**config.mk**
```make
export PLATFORM = sky130hd
export DESIGN_NAME = i2c_register_access_sequencer
export DESIGN_NICKNAME = d
export VERILOG_FILES = /design/src/i2c_ras_pkg.sv /design/src/i2c_register_access_sequencer.sv
export SDC_FILE = /design/constraint.sdc
export NUM_CORES = 1
export LEC_CHECK = 0
export ABC_AREA = 1
export BUFFER_PORTS_ARGS = -buffer_cell sky130_fd_sc_hd__buf_2
export CAP_MARGIN = 20
export CORE_AREA = 2 2 92 182
export CTS_CLUSTER_SIZE = 40
export DETAILED_ROUTE_END_ITERATION = 6
export DIE_AREA = 0 0 94 184
export PLACE_DENSITY = 0.71
export SLEW_MARGIN = 20
export SYNTH_ARGS = -nofsm -noshare
export SYNTH_HDL_FRONTEND = slang
export SYNTH_SLANG_ARGS = --single-unit
```
**constraint.sdc**
```tcl
create_clock -name clock -period 3.93 [get_ports clock]
set_clock_uncertainty 0.1 [all_clocks]
set_input_delay 0.786 -clock clock [delete_from_list [all_inputs] [get_ports clock]]
set_output_delay 0.786 -clock clock [all_outputs]
set_load 0.01 [all_outputs]
```
**src/i2c_ras_pkg.sv**
```systemverilog
// i2c register access sequencer: shared types and constants
// no dependencies; used by the top level and its checker

package i2c_ras_pkg;

   localparam int IDX_WIDTH = 16;
   localparam int BYTE_WIDTH = 8;

   typedef enum logic [1:0] {
      OP_START_WRITE = 2'd0,
      OP_START_READ  = 2'd1,
      OP_BUS_EVENT   = 2'd2
   } opcode_type;

   typedef enum logic [2:0] {
      EV_START_SENT        = 3'd0,
      EV_TX_SELECTED       = 3'd1,
      EV_BYTE_TRANSMITTING = 3'd2,
      EV_BYTE_TRANSMITTED  = 3'd3,
      EV_RX_SELECTED       = 3'd4,
      EV_BYTE_RECEIVED     = 3'd5,
      EV_OTHER             = 3'd6
   } event_type;

   typedef enum logic [1:0] {
      ACT_NONE       = 2'd0,
      ACT_SEND_ADDR  = 2'd1,
      ACT_SEND_DATA  = 2'd2,
      ACT_STORE_BYTE = 2'd3
   } action_type;

   typedef enum logic [1:0] {
      IRQ_OFF          = 2'd0,
      IRQ_EVENT        = 2'd1,
      IRQ_EVENT_BUFFER = 2'd2
   } irq_type;

   typedef struct packed {
      logic                  accepted;
      action_type            action;
      logic                  direction;
      logic [BYTE_WIDTH-1:0] data_value;
      logic                  gen_start;
      logic                  gen_stop;
      logic                  ack_on;
      irq_type               irq_mode;
      logic [IDX_WIDTH-1:0]  byte_index;
      logic                  done_res;
      logic                  busy_res;
   } rsp_type;

endpackage

```
**src/i2c_register_access_sequencer.sv**
```systemverilog
// i2c register access sequencer: event driven master for register writes and reads
// depends on i2c_ras_pkg
//
//   channel  | ports                         | direction
//   ---------+-------------------------------+----------
//   request  | req_valid, req_stall, req_*   | in
//   response | rsp_valid, rsp_stall, rsp_*   | out
//
// the next state and the response are formed from the request ports and the
// state registers and land in the response register, or in the skid register
// while that is stalled; one response per item, one item per cycle sustained
// while rsp_stall stays low; a skid register takes one item while the response
// register is stalled; req_stall is high only while that skid register is full
// synchronous reset clears the sequencer state and both valid flags

module i2c_register_access_sequencer #(
   parameter int LEN_WIDTH = 16
) (
   input  logic        clock,
   input  logic        reset,

   input  logic        req_valid,
   output logic        req_stall,
   input  logic [1:0]  req_opcode,
   input  logic [7:0]  req_device_addr,
   input  logic [7:0]  req_reg_addr,
   input  logic [15:0] req_length,
   input  logic [2:0]  req_event_kind,
   input  logic [7:0]  req_tx_byte,
   input  logic [7:0]  req_rx_byte,

   output logic        rsp_valid,
   input  logic        rsp_stall,
   output logic        rsp_accepted,
   output logic [1:0]  rsp_action,
   output logic        rsp_direction,
   output logic [7:0]  rsp_data_value,
   output logic        rsp_gen_start,
   output logic        rsp_gen_stop,
   output logic        rsp_ack_on,
   output logic [1:0]  rsp_irq_mode,
   output logic [15:0] rsp_byte_index,
   output logic        rsp_done_res,
   output logic        rsp_busy_res
);

   logic                  busy_ff, busy_in;
   logic                  rx_phase_ff, rx_phase_in;
   logic                  is_read_ff, is_read_in;
   logic [7:0]            slave_addr_ff, slave_addr_in;
   logic [7:0]            target_reg_ff, target_reg_in;
   logic [LEN_WIDTH-1:0]  byte_count_ff, byte_count_in;
   logic [LEN_WIDTH-1:0]  byte_pos_ff, byte_pos_in;
   logic                  ack_ff, ack_in;
   i2c_ras_pkg::irq_type  irq_ff, irq_in;

   i2c_ras_pkg::rsp_type  out_ff, skid_ff, result;
   logic                  out_vld_ff, skid_vld_ff;

   logic                  accept;
   logic                  out_free;
   logic [LEN_WIDTH-1:0]  len;
   logic [LEN_WIDTH-1:0]  last;
   logic [LEN_WIDTH-1:0]  pos_inc;
   logic [LEN_WIDTH-1:0]  idx;

   assign req_stall = skid_vld_ff;
   assign accept    = req_valid && !skid_vld_ff;
   assign out_free  = !out_vld_ff || !rsp_stall;

   assign len     = req_length[LEN_WIDTH-1:0];
   assign last    = LEN_WIDTH'(byte_count_ff - 1'b1);
   assign pos_inc = LEN_WIDTH'(byte_pos_ff + 1'b1);

   always_comb begin
      busy_in       = busy_ff;
      rx_phase_in   = rx_phase_ff;
      is_read_in    = is_read_ff;
      slave_addr_in = slave_addr_ff;
      target_reg_in = target_reg_ff;
      byte_count_in = byte_count_ff;
      byte_pos_in   = byte_pos_ff;
      ack_in        = ack_ff;
      irq_in        = irq_ff;
      idx           = '0;
      result        = '0;

      case (i2c_ras_pkg::opcode_type'(req_opcode))
         i2c_ras_pkg::OP_START_WRITE, i2c_ras_pkg::OP_START_READ: begin
            if (!busy_ff && len != '0) begin
               result.accepted  = 1'b1;
               result.gen_start = 1'b1;
               busy_in          = 1'b1;
               rx_phase_in      = 1'b0;
               is_read_in       = (req_opcode == i2c_ras_pkg::OP_START_READ);
               slave_addr_in    = req_device_addr;
               target_reg_in    = req_reg_addr;
               byte_count_in    = len;
               byte_pos_in      = '0;
               ack_in           = 1'b1;
               irq_in           = i2c_ras_pkg::IRQ_EVENT_BUFFER;
            end
         end
         i2c_ras_pkg::OP_BUS_EVENT: begin
            if (busy_ff && !rx_phase_ff) begin
               case (i2c_ras_pkg::event_type'(req_event_kind))
                  i2c_ras_pkg::EV_START_SENT: begin
                     result.action     = i2c_ras_pkg::ACT_SEND_ADDR;
                     result.data_value = {slave_addr_ff[7:1], 1'b0};
                  end
                  i2c_ras_pkg::EV_TX_SELECTED: begin
                     result.action     = i2c_ras_pkg::ACT_SEND_DATA;
                     result.data_value = target_reg_ff;
                  end
                  i2c_ras_pkg::EV_BYTE_TRANSMITTING: begin
                     if (byte_pos_ff < byte_count_ff && !is_read_ff) begin
                        result.action     = i2c_ras_pkg::ACT_SEND_DATA;
                        result.data_value = req_tx_byte;
                        idx               = byte_pos_ff;
                        byte_pos_in       = pos_inc;
                     end else begin
                        irq_in = i2c_ras_pkg::IRQ_EVENT;
                     end
                  end
                  i2c_ras_pkg::EV_BYTE_TRANSMITTED: begin
                     if (is_read_ff) begin
                        rx_phase_in      = 1'b1;
                        irq_in           = i2c_ras_pkg::IRQ_EVENT_BUFFER;
                        result.gen_start = 1'b1;
                     end else begin
                        irq_in          = i2c_ras_pkg::IRQ_OFF;
                        ack_in          = 1'b0;
                        busy_in         = 1'b0;
                        result.gen_stop = 1'b1;
                        result.done_res = 1'b1;
                     end
                  end
                  default: begin
                  end
               endcase
            end else if (busy_ff) begin
               case (i2c_ras_pkg::event_type'(req_event_kind))
                  i2c_ras_pkg::EV_START_SENT: begin
                     result.action     = i2c_ras_pkg::ACT_SEND_ADDR;
                     result.direction  = 1'b1;
                     result.data_value = {slave_addr_ff[7:1], 1'b1};
                  end
                  i2c_ras_pkg::EV_RX_SELECTED: begin
                     if (byte_pos_ff == last) begin
                        ack_in          = 1'b0;
                        result.gen_stop = 1'b1;
                     end
                  end
                  i2c_ras_pkg::EV_BYTE_RECEIVED: begin
                     result.action     = i2c_ras_pkg::ACT_STORE_BYTE;
                     result.data_value = req_rx_byte;
                     idx               = byte_pos_ff;
                     byte_pos_in       = pos_inc;
                     if (pos_inc == last) begin
                        ack_in          = 1'b0;
                        result.gen_stop = 1'b1;
                     end else if (pos_inc >= byte_count_ff) begin
                        rx_phase_in     = 1'b0;
                        irq_in          = i2c_ras_pkg::IRQ_OFF;
                        busy_in         = 1'b0;
                        result.done_res = 1'b1;
                     end
                  end
                  default: begin
                  end
               endcase
            end
         end
         default: begin
         end
      endcase

      result.byte_index = i2c_ras_pkg::IDX_WIDTH'(idx);
      result.ack_on     = ack_in;
      result.irq_mode   = irq_in;
      result.busy_res   = busy_in;
   end

   always_ff @(posedge clock) begin
      if (reset) begin
         busy_ff       <= 1'b0;
         rx_phase_ff   <= 1'b0;
         is_read_ff    <= 1'b0;
         slave_addr_ff <= '0;
         target_reg_ff <= '0;
         byte_count_ff <= '0;
         byte_pos_ff   <= '0;
         ack_ff        <= 1'b0;
         irq_ff        <= i2c_ras_pkg::IRQ_OFF;
      end else if (accept) begin
         busy_ff       <= busy_in;
         rx_phase_ff   <= rx_phase_in;
         is_read_ff    <= is_read_in;
         slave_addr_ff <= slave_addr_in;
         target_reg_ff <= target_reg_in;
         byte_count_ff <= byte_count_in;
         byte_pos_ff   <= byte_pos_in;
         ack_ff        <= ack_in;
         irq_ff        <= irq_in;
      end
   end

   // response register with one skid entry
   always_ff @(posedge clock) begin
      if (reset) begin
         out_vld_ff  <= 1'b0;
         skid_vld_ff <= 1'b0;
      end else if (out_free) begin
         if (skid_vld_ff) begin
            out_vld_ff  <= 1'b1;
            skid_vld_ff <= 1'b0;
         end else begin
            out_vld_ff <= accept;
         end
      end else if (accept) begin
         skid_vld_ff <= 1'b1;
      end
   end

   always_ff @(posedge clock) begin
      if (out_free) begin
         if (skid_vld_ff) begin
            out_ff <= skid_ff;
         end else if (accept) begin
            out_ff <= result;
         end
      end else if (accept) begin
         skid_ff <= result;
      end
   end

   assign rsp_valid      = out_vld_ff;
   assign rsp_accepted   = out_ff.accepted;
   assign rsp_action     = out_ff.action;
   assign rsp_direction  = out_ff.direction;
   assign rsp_data_value = out_ff.data_value;
   assign rsp_gen_start  = out_ff.gen_start;
   assign rsp_gen_stop   = out_ff.gen_stop;
   assign rsp_ack_on     = out_ff.ack_on;
   assign rsp_irq_mode   = out_ff.irq_mode;
   assign rsp_byte_index = out_ff.byte_index;
   assign rsp_done_res   = out_ff.done_res;
   assign rsp_busy_res   = out_ff.busy_res;

endmodule

```
==> results of run 1 <==
[through the flow]
stage / util [%] / total power [W] / std cells
2_1_floorplan: - / 0.00207 / 1041
3_3_place_gp: 52.8 / 0.00233 / 1317
3_5_place_dp: 52.8 / 0.00234 / 1317
4_1_cts: 56.4 / 0.00382 / 1349
5_1_grt: 56.4 / 0.00400 / 1349
6_report: 56.4 / 0.00382 / 1349
[where the power goes]
group | switching [W] | internal, W | leakage [nW]
logic | 0.000557 | 0.000256 | 2.71
registers | 0.0000563 | 0.00146 | 1.10
clock network | 0.000572 | 0.000928 | 0.277
total | 0.00119 | 0.00264 | 4.09
[cells in the mapped netlist (all sizes together), types with 2 or more instances]
| cell type | number |
|---|---|
| a21oi | 80 |
| edfxtp | 70 |
| o21ai | 51 |
| a211oi | 14 |
| clkbuf | 20 |
| inv | 103 |
| nor4 | 4 |
| nor3 | 20 |
| nand3 | 84 |
| nand2 | 360 |
| nand4 | 15 |
| xor2 | 7 |
| dfxtp | 55 |
| ha | 34 |
| a31oi | 10 |
| buf | 12 |
| nor2 | 93 |
| clkinv | 2 |
[cell type report]
| cell class | instances | area [sq um] | share of cell area [%] |
|---|---|---|---|
| Clock buffer | 27 | 536 | 5.99 |
| Clock inverter | 5 | 27.5 | 0.308 |
| Inverter | 105 | 394 | 4.41 |
| Multi-Input combinational cell | 779 | 3940 | 44.1 |
| Sequential cell | 125 | 3200 | 35.8 |
| Tap cell | 201 | 251 | 2.81 |
| Timing Repair Buffer | 107 | 586 | 6.55 |
[routing by layer]
metal  vias to the layer above  routed length (um)  GRT usage [%]
li1                       3645                   -              -
met1                      3301                7700           25.4
met2                       227               12400           50.2
met3                        93                 748           4.26
met4                         0                2090           23.3
met5                         -                   0              0
[worst max-delay path by stage]
stage                      endpoint  slack [ps]
detailed placement   byte_pos_ff[0]         460
floorplan                skid_ff[0]         710
global route        rsp_irq_mode[1]          10
CTS                 rsp_irq_mode[1]         450
global placement    byte_pos_ff[11]         520
finish              rsp_irq_mode[1]         400
[critical path, delay by kind of cell, from the launching register on]
family / cells / cell delay, ps
AND/OR/NAND/NOR: 16 / 1710
adder cells (fa/ha/maj): 2 / 600
flip-flops: 1 / 540
AO/OA/AOI/OAI: 2 / 190
buffers and inverters: 2 / 120
[sequential cells by signal, summed over array words and instances (netlist names), 2 cells and up]
register and count:
skid_ff 35, rsp_byte_index 16, target_reg_ff 8, byte_pos_ff 16
rsp_action 2, irq_ff 2, rsp_irq_mode 2, byte_count_ff 16
rsp_data_value 8, slave_addr_ff 7
[logic make-up after synthesis]
kind of cell | after synthesis | synth area share [%]
AND/OR/NAND/NOR | 578 | 33.4
buffers and inverters | 137 | 7.05
AO/OA/AOI/OAI | 159 | 11.3
flip-flops | 125 | 41.8
XOR/XNOR | 8 | 0.914
adder cells (fa/ha/maj) | 34 | 5.55
==> flow_summary.ini, run 1 <==
[sta]
hold_viol_final = 0
finalWorstSetupSlack_ps = 402
final_max_slew_viol_count = 0
finalSetupTns_ps = 0
fin_crit_ps = 3530
final.period_utilization_pct = 89.8
worst_slew_pin_slew_ps = 1030
setup_viol = 0
slew_headroom_pct = 31.3
fmax_ghz = 0.283
rsz0062_at_grt = no
hold_ws_ps = 360

[clocking]
ctsRootBufferMaster = clkbuf_16
htree_levels = 4
clock_sinks = 125
hold_buffers = 0
clk_pin_slew_ps = 60
tritoncts.num_buffers = 17
cts_buffer_depth = 2
cts_resized = 0
post_cts_buffers = 0
clk_latency_ps = 420
cts_tree = built

[yosys]
syn-num-nets = 1132
yosysSeqAreaShare_pct = 41.8
synth_area_sq_um = 7670
synthCells = 1041
ys_seq_elements = 125
ys.flop_type = edfxtp_1
synth_cell_types = 39
synth_top_cells_by_area = edfxtp_1, nand2_1, dfxtp_1
synth_top_area_share_pct = 27.4
synthArstFlopShare_pct = 0
avgSynthCellArea_sq_um = 7.37
synth_edf_count = 70
yosysTopAreaCell = edfxtp_1
yosysWarnings = 0

[drt]
ant_nets = 0
drc_errors = 0
viasPerCell = 5.39
wl_per_cell_um = 17.0
totalWireLength_um = 22900
drt-pass1-iter-count = 5
drtIter0Drc = 426
vias = 7266

[global_route]
grt_max_degree = 51
grt_pass1_wl_um = 35400
grt_usage_pct = 27.4
antenna_found_initial = 0
grt_pass1_vias = 7026
grt.overflow.total = 0

[worst_setup_path]
worstSetupPathType = flip-flop to flip-flop
path_max_fanout = 8
reg2reg_from = byte_pos_ff[1]
worst_r2r_endpoint = rsp_irq_mode[1]
cp-startpoint = byte_pos_ff[1]
rr_worst_depth = 22
cp_slowest_cell = dfxtp_1
ff2ff_setup_slack_ps = 400
crit_top_cell = nand2_1
critPathCaptureType = flip-flop
cp.required_ps = 3990
arrival_ps = 3590
path_cells = ha_1, nand2_4, nor2_4, nand2_2, nor2_1, nand2_1, nand2_1, inv_2, ha_1, nand2_1, inv_1, nand3_1, nor3_1, o21ai_0, nand3_1, nand3_2, nand2_2, nand2_1, nand2_1, nand2_1, nand2_2, o21ai_2
cpPeakStageDelay_ps = 540
critPathLaunchType = flip-flop

[placement]
routabilityCongestion = 0.964
dpl.hpwl_um = 18100
numPortBuffers = 92
pre_cts_ws_ps = 464
dpl_cell_area_sq_um = 8370

[power_and_ir_drop]
ir_drop_mv = 0.290
p_leak_nw = 4.09
p_per_area_nw_per_um2 = 428

[hold_path]
whs_path_depth = 2
holdCritStartpoint = target_reg_ff[1]
holdPathEnd = target_reg_ff[1]
hold_path.class = flip-flop to flip-flop

[floorplanning]
dieHeight_um = 184
ios = 94
core-area_sq_um = 15900
dieArea_sq_um = 17300
initial_core_util_pct = 48.4
rows = 65
dieWidth_um = 94

[cells_and_area]
diodes = 0
final_cell_mix = nand2_1, inv_1, buf_2
fin_nets = 1226
drive_gt1_share_pct = 17.0
fill_cells = 1552
mostFrequentLayoutCell = nand2_1
stdcell_area_sq_um = 8940
area_growth_pct = 16.5

[job]
maxCapViolCount = 0

[run_status]
status = finished, final reports clean
Note: power is estimated with default switching activity, not from simulation.
==> run 2, diff against run 1 <==
PLACE_DENSITY = 0.68   (was 0.71)
==> flow_summary.ini, run 2 (synthesis results as in run 1) <==
[run_status]
status = finished, final reports clean

[cells_and_area]
top_register = skid_ff
diodes = 0
fin_nets = 1227
fill_cells = 1549
largest_reg_flops = 35
drive_gt1_share_pct = 17.5
area_growth_pct = 17.4
final_cell_mix = nand2_1, inv_1, buf_2
mostFrequentLayoutCell = nand2_1

[sta]
slew_headroom_pct = 53.6
fin_crit_ps = 3400
final_max_slew_viol_count = 0
hold_viol_final = 0
fmax_ghz = 0.294
finalSetupTns_ps = 0
worst_slew_pin_slew_ps = 693
rsz0062_at_grt = no
setup_viol = 0
final.period_utilization_pct = 86.4
finalWorstSetupSlack_ps = 534

[worst_setup_path]
worstSetupPathType = flip-flop to flip-flop
path_max_fanout = 7
reg2reg_from = byte_pos_ff[0]
ff2ff_setup_slack_ps = 530
cp.required_ps = 3990
arrival_ps = 3460
critPathLaunchType = flip-flop
critPathCaptureType = flip-flop
cp-startpoint = byte_pos_ff[0]
rr_worst_depth = 22

[clocking]
cts_buffer_depth = 2
htree_levels = 4
ctsRootBufferMaster = clkbuf_16
cts_resized = 0
clk_pin_slew_ps = 60
tritoncts.num_buffers = 17
post_cts_buffers = 0
clock_sinks = 125
hold_buffers = 0
cts_tree = built
clk_latency_ps = 430

[hold_path]
holdCritStartpoint = target_reg_ff[0]
hold_path.class = flip-flop to flip-flop
whs_path_depth = 2

[power_and_ir_drop]
ir_drop_mv = 0.307
p_per_area_nw_per_um2 = 440
p_leak_nw = 4.11

[placement]
numPortBuffers = 92
pre_cts_ws_ps = 587
dpl.hpwl_um = 18400
routabilityCongestion = 0.974

[drt]
vias = 7317
drt-pass1-iter-count = 5
viasPerCell = 5.42
drtIter0Drc = 464
ant_nets = 0
totalWireLength_um = 23400
wl_per_cell_um = 17.3
drc_errors = 0

[floorplanning]
initial_core_util_pct = 48.4
dieWidth_um = 94
dieArea_sq_um = 17300
ios = 94
dieHeight_um = 184
rows = 65
core-area_sq_um = 15900

[job]
maxCapViolCount = 0

[global_route]
grt_usage_pct = 27.7
grt_max_degree = 36
grt.overflow.total = 0
antenna_found_initial = 0
grt_pass1_vias = 6999
grt_pass1_wl_um = 35700
==> run 2: cell types whose count changed in the layout (fill, tap and decap cells not counted) <==
cell / before / now
clkbuf_8: 3 / 2
buf_16: 0 / 1
clkinvlp_4: 1 / 4
buf_12: 1 / 0
inv_6: 0 / 1
clkinv_2: 4 / 2
clkbuf_1: 5 / 0
clkbuf_16: 19 / 17
buf_4: 14 / 15
bufinv_16: 0 / 3
clkinv_4: 0 / 3
==> run 2: path summary, 6_finish.rpt <==
check / endpoint
worst max-delay path: rsp_irq_mode[1]
worst min-delay path: target_reg_ff[0]
worst max register to register: rsp_irq_mode[1]
worst min register to register: target_reg_ff[0]
==> run 2: metrics by stage <==
step	total power [W]	std cells	hold slack, ps	instance area (sq um)	utilization, %
floorplan	0.00207	1041	325	7670	-
global placement	0.00233	1317	348	8360	52.7
detailed placement	0.00234	1317	354	8360	52.7
CTS	0.00396	1349	361	8980	56.6
global route	0.00414	1350	380	9010	56.8
finish	0.00397	1350	360	9010	56.8
==> run 2: where the power goes <==
group | leakage, nW | internal [W] | total, W | switching (W)
logic | 2.72 | 0.000258 | 0.000812 | 0.000554
registers | 1.10 | 0.00145 | 0.00151 | 0.0000582
clock network | 0.292 | 0.00103 | 0.00164 | 0.000609
total | 4.11 | 0.00274 | 0.00397 | 0.00122
==> run 2: cell type report <==
class / instances / area, sq um / share of cell area [%]
tap: 201 / 251 / 2.79
timing repair buffer: 108 / 601 / 6.67
inverter: 105 / 394 / 4.38
clock buffer: 19 / 453 / 5.03
multi-input combinational: 779 / 3940 / 43.7
clock inverter: 13 / 165 / 1.83
sequential: 125 / 3200 / 35.6
==> run 2: critical path, cell delays in order, from the launching register on <==
cell	delay, ps
dfxtp_1	440
ha_1	310
nand2_4	90
nor2_4	200
nand2_2	110
nor2_1	120
nand2_1	50
nand2_1	110
inv_2	70
ha_1	270
nand2_1	60
inv_1	60
nand3_1	80
nor3_1	250
o21ai_0	140
nand3_1	170
nand3_2	100
nand2_2	80
nand2_1	50
nand2_1	50
nand2_1	60
nand2_2	90
o21ai_2	50
==> run 2: routing by layer <==
| metal | track usage (%) | vias to the layer above | share of wire [%] |
|---|---|---|---|
| li1 | - | 3646 | - |
| met1 | 26.0 | 3313 | 34 |
| met2 | 50.9 | 253 | 54 |
| met3 | 4.22 | 105 | 3.3 |
| met4 | 22.9 | 0 | 9.0 |
| met5 | 0 | - | 0 |
==> run 3, diff against run 2 <==
ABC_AREA = 0   (was 1)
CORE_AREA = 2 2 91 180   (was 2 2 92 182)
DIE_AREA = 0 0 93 182   (was 0 0 94 184)
==> flow_summary.ini, run 3 <==
[run_status]
status = finished, final reports clean

[drt]
drt-pass1-iter-count = 6
drc_errors = 0
vias = 6185
ant_nets = 0
totalWireLength_um = 18500
drtIter0Drc = 312
wl_per_cell_um = 16.5
viasPerCell = 5.50

[floorplanning]
dieHeight_um = 182
dieWidth_um = 93
dieArea_sq_um = 16900
rows = 65
initial_core_util_pct = 47.7
ios = 94
core-area_sq_um = 15600

[cells_and_area]
top_register = skid_ff
final_core_util_pct = 57.5
mostFrequentLayoutCell = nand2_1
largest_reg_flops = 35
diodes = 0
fill_cells = 1429
drive_gt1_share_pct = 22.5
fin_cells = 1124
final_cell_mix = nand2_1, buf_2, edfxtp_1
fin_nets = 1001
area_growth_pct = 20.6

[global_route]
grt_usage_pct = 22.7
grt_pass1_wl_um = 30500
antenna_found_initial = 0
grt_max_degree = 56
grt.overflow.total = 0
grt_pass1_vias = 6008

[yosys]
synth_top_family_by_area = simple AND/OR/NAND/NOR gates
avgSynthCellArea_sq_um = 9.31
syn-num-nets = 891
synth_cell_types = 64
synth_top_area_share_pct = 28.2
synth_commonest_cells = nand2_1, edfxtp_1, a21oi_1, dfxtp_1, clkbuf_1
yosysSeqAreaShare_pct = 43.0
synth_area_sq_um = 7450
synth_top_cells_by_area = edfxtp_1, dfxtp_1, ha_1
synthArstFlopShare_pct = 0
synth_compound_area_share_pct = 16.8
synth-xor-area-share_pct = 6.32
ys.flop_type = edfxtp_1
synth_edf_count = 70
yosysMostFrequentCell = nand2_1
yosys.area_share.simple_pct = 20.5
yosysTopAreaCell = edfxtp_1
synth_fa_ha_area_share_pct = 5.71
ys_seq_elements = 125
synthCells = 800
yosysWarnings = 0
synthMuxAreaShare_pct = 2.87

[clocking]
clock_sinks = 125
ctsRootBufferMaster = clkbuf_16
htree_levels = 4
tritoncts.num_buffers = 17
clk_pin_slew_ps = 70
clk_latency_ps = 420
cts_buffer_depth = 2
cts_tree = built
hold_buffers = 0

[sta]
setup_viol = 0
finalSetupTns_ps = 0
fin_crit_ps = 3660
hold_viol_final = 0
worst_slew_pin_slew_ps = 1100
slew_headroom_pct = 26.6
fmax_ghz = 0.274
final_max_slew_viol_count = 0
final.period_utilization_pct = 93.0

[placement]
place_inst = 1092
dpl.hpwl_um = 14000
routabilityCongestion = 0.893
numPortBuffers = 92

[power_and_ir_drop]
p_per_area_nw_per_um2 = 401
power_w = 0.00360
p_leak_nw = 3.59
ir_drop_mv = 0.295

[hold_path]
whs_path_depth = 2
hold_path.class = flip-flop to flip-flop
holdCritStartpoint = target_reg_ff[5]

[job]
maxCapViolCount = 0

[worst_setup_path]
crit_end = rsp_busy_res
cp.required_ps = 3980
critPathLaunchType = flip-flop
worstSetupPathType = flip-flop to flip-flop
reg2reg_from = byte_pos_ff[2]
arrival_ps = 3710
worst_r2r_endpoint = rsp_busy_res
rr_worst_depth = 15
cp-startpoint = byte_pos_ff[2]
critPathCaptureType = flip-flop
ff2ff_setup_slack_ps = 270
path_max_fanout = 10
## run 3: cell types whose count changed in the layout (fill, tap and decap cells not counted), sizes merged, moves of 21 or more
cell	previous run	this run
and2	0	21
nor2	93	42
xnor2	1	35
o21ai	51	30
buf	108	145
nand2	360	105
nand3	84	12
inv	104	47
a22o	0	23
## run 3: layout make-up
class	count	area, sq um	area share [%]
inverters	37	139	1.55
well taps	201	251	2.80
repair buffers	145	858	9.56
clock buffers	17	425	4.74
flip-flops and latches	125	3210	35.7
multi-input cells	584	3910	43.5
clock inverters	15	191	2.13
## run 3: cells by family after synthesis
logic type      Yosys count
flops                   125
buf+inv                  91
fa+ha+maj                34
mux                      20
xor+xnor                 49
compound gates          191
simple gates            290
## run 3: worst min-delay path by stage
stage / endpoint
after floorplan: target_reg_ff[1]
after global placement: target_reg_ff[5]
after detailed placement: target_reg_ff[5]
after CTS: target_reg_ff[5]
after global routing: target_reg_ff[5]
final: target_reg_ff[5]
## run 3: power breakdown
group	switching [W]	internal [W]	leakage [nW]
logic	0.000281	0.000201	2.16
registers	0.0000295	0.00143	1.13
clock network	0.000688	0.000971	0.298
total	0.000999	0.00260	3.59
## run 3: what timing repair did
item                                    4_1_cts  5_1_grt
endpoints found under the setup margin        0        3
buffers inserted                              0        0
resized for setup                             0        2
## run 3: metrics by stage
step / setup WS, ps / instance area [sq um] / hold slack [ps]
floorplan: 651 / 7450 / 336
global placement: 292 / 8360 / 344
detailed placement: 263 / 8360 / 348
CTS: 235 / 8980 / 356
global route: -3.82 / 8980 / 381
finish: 275 / 8980 / 355
## run 3: metal layers
layer	up-vias	GRT usage (%)	routed length, um
met5	-	0	0
met4	0	8.71	476
met3	30	2.78	646
met2	167	38.5	9160
met1	2853	29.4	8220
li1	3135	-	-
## run 3: worst max-delay path, stage by stage, from the launching register on
cell	delay, ps
dfxtp_1	500
nand2_1	120
buf_4	160
and4b_1	250
xnor2_1	150
inv_1	80
ha_1	300
nand4_1	140
a2111oi_0	310
buf_4	180
a2111oi_1	50
o21ai_0	290
and2_1	220
nand2_1	60
a21oi_1	360
o31ai_1	130
